--- config.mk ---
export PLATFORM = sky130hd
export DESIGN_NAME = http_header_field_splitter
export DESIGN_NICKNAME = d
export VERILOG_FILES = /design/src/rtl/hhfs_pkg.sv /design/src/rtl/http_header_field_splitter.sv
export SDC_FILE = /design/constraint.sdc
export NUM_CORES = 1
export LEC_CHECK = 0
export BUFFER_PORTS_ARGS = -buffer_cell sky130_fd_sc_hd__buf_4
export CAP_MARGIN = 5
export CORE_UTILIZATION = 30
export CTS_CLUSTER_SIZE = 40
export DETAILED_ROUTE_END_ITERATION = 7
export PLACE_DENSITY = 0.52
export SLEW_MARGIN = 20
export SYNTH_ARGS = -nofsm -noshare
export SYNTH_HDL_FRONTEND = slang
export SYNTH_SLANG_ARGS = --single-unit
--- constraint.sdc ---
create_clock -name clk -period 8.53 [get_ports clk]
set_clock_uncertainty 0.15 [all_clocks]
set_input_delay 0.853 -clock clk [delete_from_list [all_inputs] [get_ports clk]]
set_output_delay 0.853 -clock clk [all_outputs]
set_load 0.05 [all_outputs]
--- src/rtl/hhfs_pkg.sv ---
// Package for the HTTP header field splitter.
// Holds the result kinds, character codes, limits and the phase and result types.
// No dependencies.
`default_nettype none

package hhfs_pkg;

  // Limits of the entry table, the held carriage return count and the result slots.
  localparam int unsigned MaxEntries   = 128;
  localparam int unsigned MaxPendingCr = 16;
  localparam int unsigned MaxSlots     = 3;

  localparam int unsigned EntryW = 8;
  localparam int unsigned IndexW = 7;
  localparam int unsigned CrW    = 5;
  localparam int unsigned SlotW  = 2;

  // Result kinds.
  localparam logic [2:0] KIND_NAME     = 3'd0;
  localparam logic [2:0] KIND_VALUE    = 3'd1;
  localparam logic [2:0] KIND_COMPLETE = 3'd2;
  localparam logic [2:0] KIND_DISCARD  = 3'd3;
  localparam logic [2:0] KIND_OVERFLOW = 3'd4;

  // Character codes.
  localparam logic [7:0] CH_COLON = 8'h3a;
  localparam logic [7:0] CH_LF    = 8'h0a;
  localparam logic [7:0] CH_CR    = 8'h0d;
  localparam logic [7:0] CH_TAB   = 8'h09;
  localparam logic [7:0] CH_SPACE = 8'h20;

  // Parser phase, one-hot.
  typedef enum logic [5:0] {
    PH_NAME_EMPTY = 6'b000001,
    PH_NAME       = 6'b000010,
    PH_SKIP       = 6'b000100,
    PH_VALUE      = 6'b001000,
    PH_NEWLINE    = 6'b010000,
    PH_ERROR      = 6'b100000
  } phase_t;

  // One result beat without its end-of-run mark.
  typedef struct packed {
    logic [2:0]        kind;
    logic [7:0]        data;
    logic [IndexW-1:0] index;
  } result_t;

endpackage

`default_nettype wire

--- src/rtl/http_header_field_splitter.sv ---
// HTTP header field splitter: tags header bytes as name or value bytes.
// Depends on hhfs_pkg for the result kinds, character codes and types.
//
// Usage: the input channel (in_valid, in_stall, data_byte, last_byte) takes one
// header byte per beat; last_byte marks the final byte of a header block. The
// output channel (out_valid, out_stall, kind, out_byte, entry_index,
// last_of_run) gives the results each byte causes, one per beat, with
// last_of_run set on the final result of a byte. A byte may cause no result.
// The accepting edge loads the byte's results into a descriptor, and from
// there each result moves into the output register in turn.
// Throughput: one result per cycle while out_stall does not hold a beat. The
// next byte is taken at the edge that moves the last result of the previous
// byte out, so the input stalls while a byte with several results drains.
// Input is taken every cycle as long as each byte yields at most one result
// and out_stall does not hold a beat; a byte yields at most 16 released
// carriage returns plus up to three other results. A byte with no result
// does not stall the input.
// Reset (rst, synchronous) empties the descriptor and output register and
// returns the parser to the start of a block. While out_stall holds a beat
// the beat stays unchanged and the descriptor drains no further.
`default_nettype none

module http_header_field_splitter (
  input  wire logic       clk,
  input  wire logic       rst,
  input  wire logic       in_valid,
  output      logic       in_stall,
  input  wire logic [7:0] data_byte,
  input  wire logic       last_byte,
  output      logic       out_valid,
  input  wire logic       out_stall,
  output      logic [2:0] kind,
  output      logic [7:0] out_byte,
  output      logic [6:0] entry_index,
  output      logic       last_of_run
);
  import hhfs_pkg::*;

  // Parser state.
  phase_t            phase, phase_next;
  logic [CrW-1:0]    cr_count, cr_count_next;
  logic [EntryW-1:0] entry_count, entry_count_next;

  // Result descriptor: released carriage returns first, then the slots.
  logic [CrW-1:0]    desc_cr;
  logic [IndexW-1:0] desc_cr_index;
  logic [SlotW-1:0]  desc_n;
  result_t           desc_slot [MaxSlots];

  // Decoded descriptor for the incoming byte.
  logic [CrW-1:0]    flush_next;
  logic [SlotW-1:0]  n_next;
  result_t           slot_next [MaxSlots];

  logic is_ws;
  logic do_cont;
  logic do_complete;
  logic do_name;
  logic do_value;
  logic desc_any;
  logic desc_final;
  logic pop;
  logic in_accept;
  result_t head;

  assign is_ws = (data_byte == CH_SPACE) || (data_byte == CH_TAB);

  // Decide which actions the byte triggers in the current phase.
  always_comb begin
    do_cont     = 1'b0;
    do_complete = 1'b0;
    do_name     = 1'b0;
    do_value    = 1'b0;
    unique case (phase)
      PH_NAME_EMPTY, PH_NAME: do_name = 1'b1;
      PH_SKIP:                do_value = !is_ws;
      PH_VALUE:               do_value = 1'b1;
      PH_NEWLINE: begin
        do_cont     = is_ws;
        do_complete = !is_ws;
        do_name     = !is_ws;
      end
      PH_ERROR: ;
      default: ;
    endcase
  end

  // Apply the actions in order, collecting results and the next state.
  always_comb begin
    phase_next       = phase;
    cr_count_next    = cr_count;
    entry_count_next = entry_count;
    flush_next       = '0;
    n_next           = '0;
    for (int i = 0; i < MaxSlots; i++) begin
      slot_next[i] = '0;
    end

    // Continuation line: release held CRs, keep the newline and this byte.
    if (do_cont) begin
      flush_next = cr_count_next;
      cr_count_next = '0;
      slot_next[n_next] = '{KIND_VALUE, CH_LF, entry_count_next[IndexW-1:0]};
      n_next = n_next + SlotW'(1);
      slot_next[n_next] = '{KIND_VALUE, data_byte, entry_count_next[IndexW-1:0]};
      n_next = n_next + SlotW'(1);
      phase_next = PH_VALUE;
    end

    // Held newline ends the entry.
    if (do_complete) begin
      slot_next[n_next] = '{KIND_COMPLETE, 8'h00, entry_count_next[IndexW-1:0]};
      n_next = n_next + SlotW'(1);
      if (entry_count_next < EntryW'(MaxEntries)) begin
        entry_count_next = entry_count_next + EntryW'(1);
      end
      cr_count_next = '0;
      phase_next = PH_NAME_EMPTY;
    end

    // Field name byte or the colon that ends the name.
    if (do_name) begin
      if (data_byte == CH_COLON) begin
        if (entry_count_next >= EntryW'(MaxEntries)) begin
          slot_next[n_next] = '{KIND_OVERFLOW, 8'h00, '0};
          n_next = n_next + SlotW'(1);
          phase_next = PH_ERROR;
        end else begin
          phase_next = PH_SKIP;
        end
      end else begin
        slot_next[n_next] = '{KIND_NAME, data_byte, entry_count_next[IndexW-1:0]};
        n_next = n_next + SlotW'(1);
        phase_next = PH_NAME;
      end
    end

    // Field value byte: CRs are held up to MaxPendingCr, a newline is held, others go out.
    if (do_value) begin
      if (data_byte == CH_CR) begin
        if (cr_count_next >= CrW'(MaxPendingCr)) begin
          slot_next[n_next] = '{KIND_VALUE, CH_CR, entry_count_next[IndexW-1:0]};
          n_next = n_next + SlotW'(1);
        end else begin
          cr_count_next = cr_count_next + CrW'(1);
        end
        phase_next = PH_VALUE;
      end else if (data_byte == CH_LF) begin
        phase_next = PH_NEWLINE;
      end else begin
        flush_next = cr_count_next;
        cr_count_next = '0;
        slot_next[n_next] = '{KIND_VALUE, data_byte, entry_count_next[IndexW-1:0]};
        n_next = n_next + SlotW'(1);
        phase_next = PH_VALUE;
      end
    end

    // End of block: close what is open and start over.
    if (last_byte) begin
      if (phase_next == PH_NAME) begin
        slot_next[n_next] = '{KIND_DISCARD, 8'h00, entry_count_next[IndexW-1:0]};
        n_next = n_next + SlotW'(1);
      end else if ((phase_next == PH_SKIP) || (phase_next == PH_VALUE) ||
                   (phase_next == PH_NEWLINE)) begin
        slot_next[n_next] = '{KIND_COMPLETE, 8'h00, entry_count_next[IndexW-1:0]};
        n_next = n_next + SlotW'(1);
      end
      phase_next       = PH_NAME_EMPTY;
      cr_count_next    = '0;
      entry_count_next = '0;
    end
  end

  // Drain control: one descriptor entry per cycle into the output register unless out_stall holds a beat.
  assign desc_any   = (desc_cr != '0) || (desc_n != '0);
  assign desc_final = ((desc_cr == CrW'(1)) && (desc_n == '0)) ||
                      ((desc_cr == '0) && (desc_n == SlotW'(1)));
  assign pop        = desc_any && (!out_valid || !out_stall);
  assign in_stall   = desc_any && !(pop && desc_final);
  assign in_accept  = in_valid && !in_stall;

  // Next result to leave the descriptor.
  always_comb begin
    if (desc_cr != '0) begin
      head = '{KIND_VALUE, CH_CR, desc_cr_index};
    end else begin
      head = desc_slot[0];
    end
  end

  // Parser state and descriptor control registers.
  always_ff @(posedge clk) begin
    if (rst) begin
      phase       <= PH_NAME_EMPTY;
      cr_count    <= '0;
      entry_count <= '0;
      desc_cr     <= '0;
      desc_n      <= '0;
    end else if (in_accept) begin
      phase       <= phase_next;
      cr_count    <= cr_count_next;
      entry_count <= entry_count_next;
      desc_cr     <= flush_next;
      desc_n      <= n_next;
    end else if (pop) begin
      if (desc_cr != '0) begin
        desc_cr <= desc_cr - CrW'(1);
      end else begin
        desc_n <= desc_n - SlotW'(1);
      end
    end
  end

  // Descriptor payload: load on accept, shift slots as they drain.
  always_ff @(posedge clk) begin
    if (in_accept) begin
      desc_cr_index <= entry_count[IndexW-1:0];
      for (int i = 0; i < MaxSlots; i++) begin
        desc_slot[i] <= slot_next[i];
      end
    end else if (pop && (desc_cr == '0)) begin
      for (int i = 0; i < MaxSlots - 1; i++) begin
        desc_slot[i] <= desc_slot[i+1];
      end
    end
  end

  // Output register.
  always_ff @(posedge clk) begin
    if (rst) begin
      out_valid <= 1'b0;
    end else if (pop) begin
      out_valid <= 1'b1;
    end else if (!out_stall) begin
      out_valid <= 1'b0;
    end
  end

  always_ff @(posedge clk) begin
    if (pop) begin
      kind        <= head.kind;
      out_byte    <= head.data;
      entry_index <= head.index;
      last_of_run <= desc_final;
    end
  end

endmodule

`default_nettype wire

======== Word-level counts from Yosys, hierarchy flattened ========
Memory sizes are Yosys's and may differ from the RTL's.
Cells that the tools add are included.
cells by class
  equality and inequality tests ........... 18
  magnitude comparators ................... 11
  reductions and logical operators ........ 31
  add/subtract/negate cells ............... 8
  mux-type cells .......................... 81
  bitwise logic cells ..................... 9
operators by type and width
  operator             number
  $mux 54              11
  $bwmux 54            6
  $demux 18 s2         4
  $mux 18              6
  $mux 5               16
  $and 51x51->51       1
  $not 51->51          1
  $mux 6               7
  $mux 34              1
  $mux 2               15
  $eq 8x4->1 const B   3
  $mux 8               3
  $eq 8x6->1 const B   2
  $eq 6x2->1 const B   2
  $eq 6x3->1 const B   2
  $eq 6x4->1 const B   2
  $eq 6x5->1 const B   2
  $ge 3x3->1 const B   4
  $lt 3x1->1 const B   4
  $not 2->3            4
  $logic_and 1x1->1    11
  $mux 1               9
  $add 2x1->2 const B  4
  $add 8x1->8 const B  1
  other kinds (23)     37
storage, ports and cells
  output and inout bits ................... 21
  word-level logic and storage cells ...... 170
  input port bits ......................... 13
  RAM bits ................................ 54
  memories ................................ 1
  bits in registers ....................... 53
memories
  memory     depth  width  rd ports  clocked after memory_dff  wr ports  RTL line                          RTL
  desc_slot  3      18     3         0                         3         http_header_field_splitter.sv:48  result_t desc_slot [MaxSlots];

======== Depth between registers and ports, before layout ========
  depth in word-level cells ............... 25
  mapped depth ............................ 22
  gate-level depth less buffers ........... 19

======== Worst setup path before layout ========
Ideal clock, no wire load.
  kind .................................... input port to flip-flop
  start ................................... input port data_byte[1]
  end ..................................... memory desc_slot[0][20] in the netlist's numbering, data pin
  required time ........................... 8121 ps
  path buffers ............................ 2
  setup slack ............................. 3637 ps
  arrival time ............................ 4484 ps
  stages .................................. 20
  setup time .............................. 259 ps
  cells stage by stage .................... or4_1 > a211oi_2 > buf_4 > nand2b_1 > buf_6 > inv_2 > nand2_1 > nand2_1 > ha_1 > nor2_1 > nor3_2 > inv_1 > ha_1 > o31ai_1 > inv_1 > ha_1 > and2_1 > a21oi_4 > o21ai_1 > a211o_1
RTL lines
  element          RTL line                          RTL
  start, declared  http_header_field_splitter.sv:28  input wire logic [7:0] data_byte,
  end, declared    http_header_field_splitter.sv:48

==> out/results.ini <==
[pwr]
finalPower_mw = 2.418
power_density_nw_per_um2 = 388.4
p_leak_nw = 2.247
peakVddDrop_uv = 235.5

[global_routing]
globalRouteOverflowTotal = 0
grt.busiest_layer = met1
grtUsageMet3 = 0.03333
grt_pass1_wl_um = 21960
grt_max_degree = 51
first_global_vias = 3823
grt_use_met2 = 0.2214
grt_usage = 0.1555
antenna_found_initial = 0
use_met1 = 0.2306

[place]
globalplace.congestion = 0.8590
dpl_cell_area_um2 = 5912
dp.final_hpwl_um = 9738
io_buffers = 33
dp.cells = 758

[route]
avgViaCountPerCell = 5.400
post_drt_wl_per_cell_um = 17.76
drt-total-wl_um = 13770
first_pass_iters = 5
drc = 0
antenna_left = 0
drt_iter0_markers = 380
num_vias = 4185

[clocking]
path_clk_slew_ns = 0.07
hold_buffers = 0
clock-sinks = 107
root_buffer = clkbuf_16
post-cts-setup-buffers = 0
ctsResizeCount = 0
cts_made_buffers = 9
insertion_delay_ns = 0.36
clk_path_buf_depth = 2
htreeDepth = 3
cts_tree = yes

[synth]
synth_warnings = 0
synthTopCellsByArea = edfxtp_1 44%, dfxtp_1 9.9%, nor2_1 3.5%, ha_1 3.0%, nand2_1 3.0%
yosysSeqAreaShare = 0.5382
synthDistinctLibCells = 69
synth_flop_cell = edfxtp_1
ys_ff_latch = 107
synth_edf_count = 80
synthCells = 522
syn_area_per_cell_um2 = 10.47
synthArstFlopShare = 0
synth.largest_area_cell = edfxtp_1
yosysTopAreaCellShare = 0.4394
syn-cell-area_um2 = 5468
syn_nets = 548

[timing]
min_period_over_period = 0.6470
hold_viol = 0
fin_tns_setup_ns = 0
fmax_ghz = 0.1812
drv_slew = 0
maxSlewHeadroom = 0.3392
setup_violations = 0
hold_ws_ns = 0.3509
layout_min_cycle_time_ns = 5.519
rsz0062_at_grt = no
tightest_slew_ns = 0.9913

[worst_setup_path]
critPathLaunchType = primary input
cp.required_ns = 8.48
crit_path_max_fanout = 11
cp-end-kind = flop
r2r_slack_ns = 3.71
r2r_cells = 18
crit_type = in -> reg
cp.arrival_ns = 5.47

[finish]
fin_cells = 775
final_cell_mix = 80 x edfxtp_1, 50 x nor2_1, 43 x nand2_1
drive_gt1_frac = 0.1465
postLayoutCellArea_um2 = 6226
syn_to_final_growth_pct = 13.87
final_common_cell = edfxtp_1
antenna_cells = 0
nets = 567

[floorplan]
rows = 49
initial_core_util = 0.3054
die_h_um = 137.0
pin_count = 34
core_um2 = 17900
die_w_um = 137.0
dieArea_um2 = 18770

[job]
drv_cap = 0

[min_path]
hold_depth = 2
min_path_type = reg -> reg

[run_status]
status = finished, final reports clean

power by group:
group | leakage [nW] | switching (mW) | internal [mW] | total (mW)
Clock | 0.138 | 0.206 | 0.205 | 0.411
Sequential | 0.998 | 0.0670 | 0.861 | 0.928
Combinational | 1.11 | 0.754 | 0.326 | 1.08
Total | 2.25 | 1.03 | 1.39 | 2.42
cell type report:
cell class / count / area, µm²
sequential: 107 / 2943
multi-input combinational: 372 / 2360
timing repair buffer: 37 / 297.8
tap: 229 / 286.5
clock buffer: 10 / 229.0
fill: 1791 / 11680
inverter: 14 / 52.55
clock inverter: 6 / 57.56
registers in the layout (all words and copies together) (netlist names), 2 cells and up:
signal         flops
entry_count        8
desc_cr_index      7
cr_count           5
desc_n             2
desc_cr            5
entry_index        7
kind               3
out_byte           8
desc_slot         54
phase              6
path summary, 6_finish.rpt:
check,end,start
hold reg to reg,cr_count[3]$_SDFFE_PP0P_,cr_count[3]$_SDFFE_PP0P_
hold / removal,cr_count[3]$_SDFFE_PP0P_,cr_count[3]$_SDFFE_PP0P_
setup reg to reg,desc_slot[0][20]$_DFFE_PP_,phase[1]$_SDFFE_PP0P_
setup / recovery,desc_slot[0][20]$_DFFE_PP_,data_byte[1]
cells by family (layout without fill, tap and decap cells):
kind of cell    count (synthesis)  in the layout  share of synthesized area
compound gates                140            140                     0.1801
mux                             8              8                    0.01625
other cells                     1              1                  0.0006858
flops                         107            107                     0.5382
buf+inv                        43             67                    0.03226
fa+ha+maj                      13             13                    0.02975
xor+xnor                        9              9                    0.01442
simple gates                  201            201                     0.1883
Yosys cell counts, drive strengths merged (6+ instances only):
master  number
a21oi       30
a22oi       15
a31oi        7
a32o        11
and2        17
and3        12
buf          9
clkbuf      20
dfxtp       27
edfxtp      80
ha          13
inv         14
mux2         7
nand2       44
nand2b       8
nand3       15
nor2        53
nor3        20
o21a         6
o21ai       34
critical path, cell delays in order:
cell and delay (ns):
buf_4 0.13, or4_1 0.54, a211oi_2 0.61, nand2b_1 0.40, inv_2 0.11, nand2_1 0.11
nand2_1 0.06, ha_1 0.28, nor2_1 0.05, nor3_2 0.20, inv_1 0.11, ha_1 0.29
o31ai_1 0.46, inv_1 0.13, ha_1 0.24, and2_1 0.23, a21oi_4 0.28, o21ai_1 0.12
a211o_1 0.27
routing by layer:
| layer | part of all wire | wire length, µm |
|---|---|---|
| met1 | 0.50 | 6877 |
| met2 | 0.42 | 5820 |
| met3 | 0.061 | 833 |
| met4 | 0.017 | 235 |
| met5 | 0 | 0 |
through the flow:
stage | util | worst slack [ns]
global route | 0.3478 | 2.654
global placement | 0.3302 | 2.817
floorplan | - | 3.637
CTS | 0.3462 | 3.063
detailed placement | 0.3302 | 2.727
finish | 0.3478 | 3.011
No activity file was read; power rests on OpenSTA's default activity.
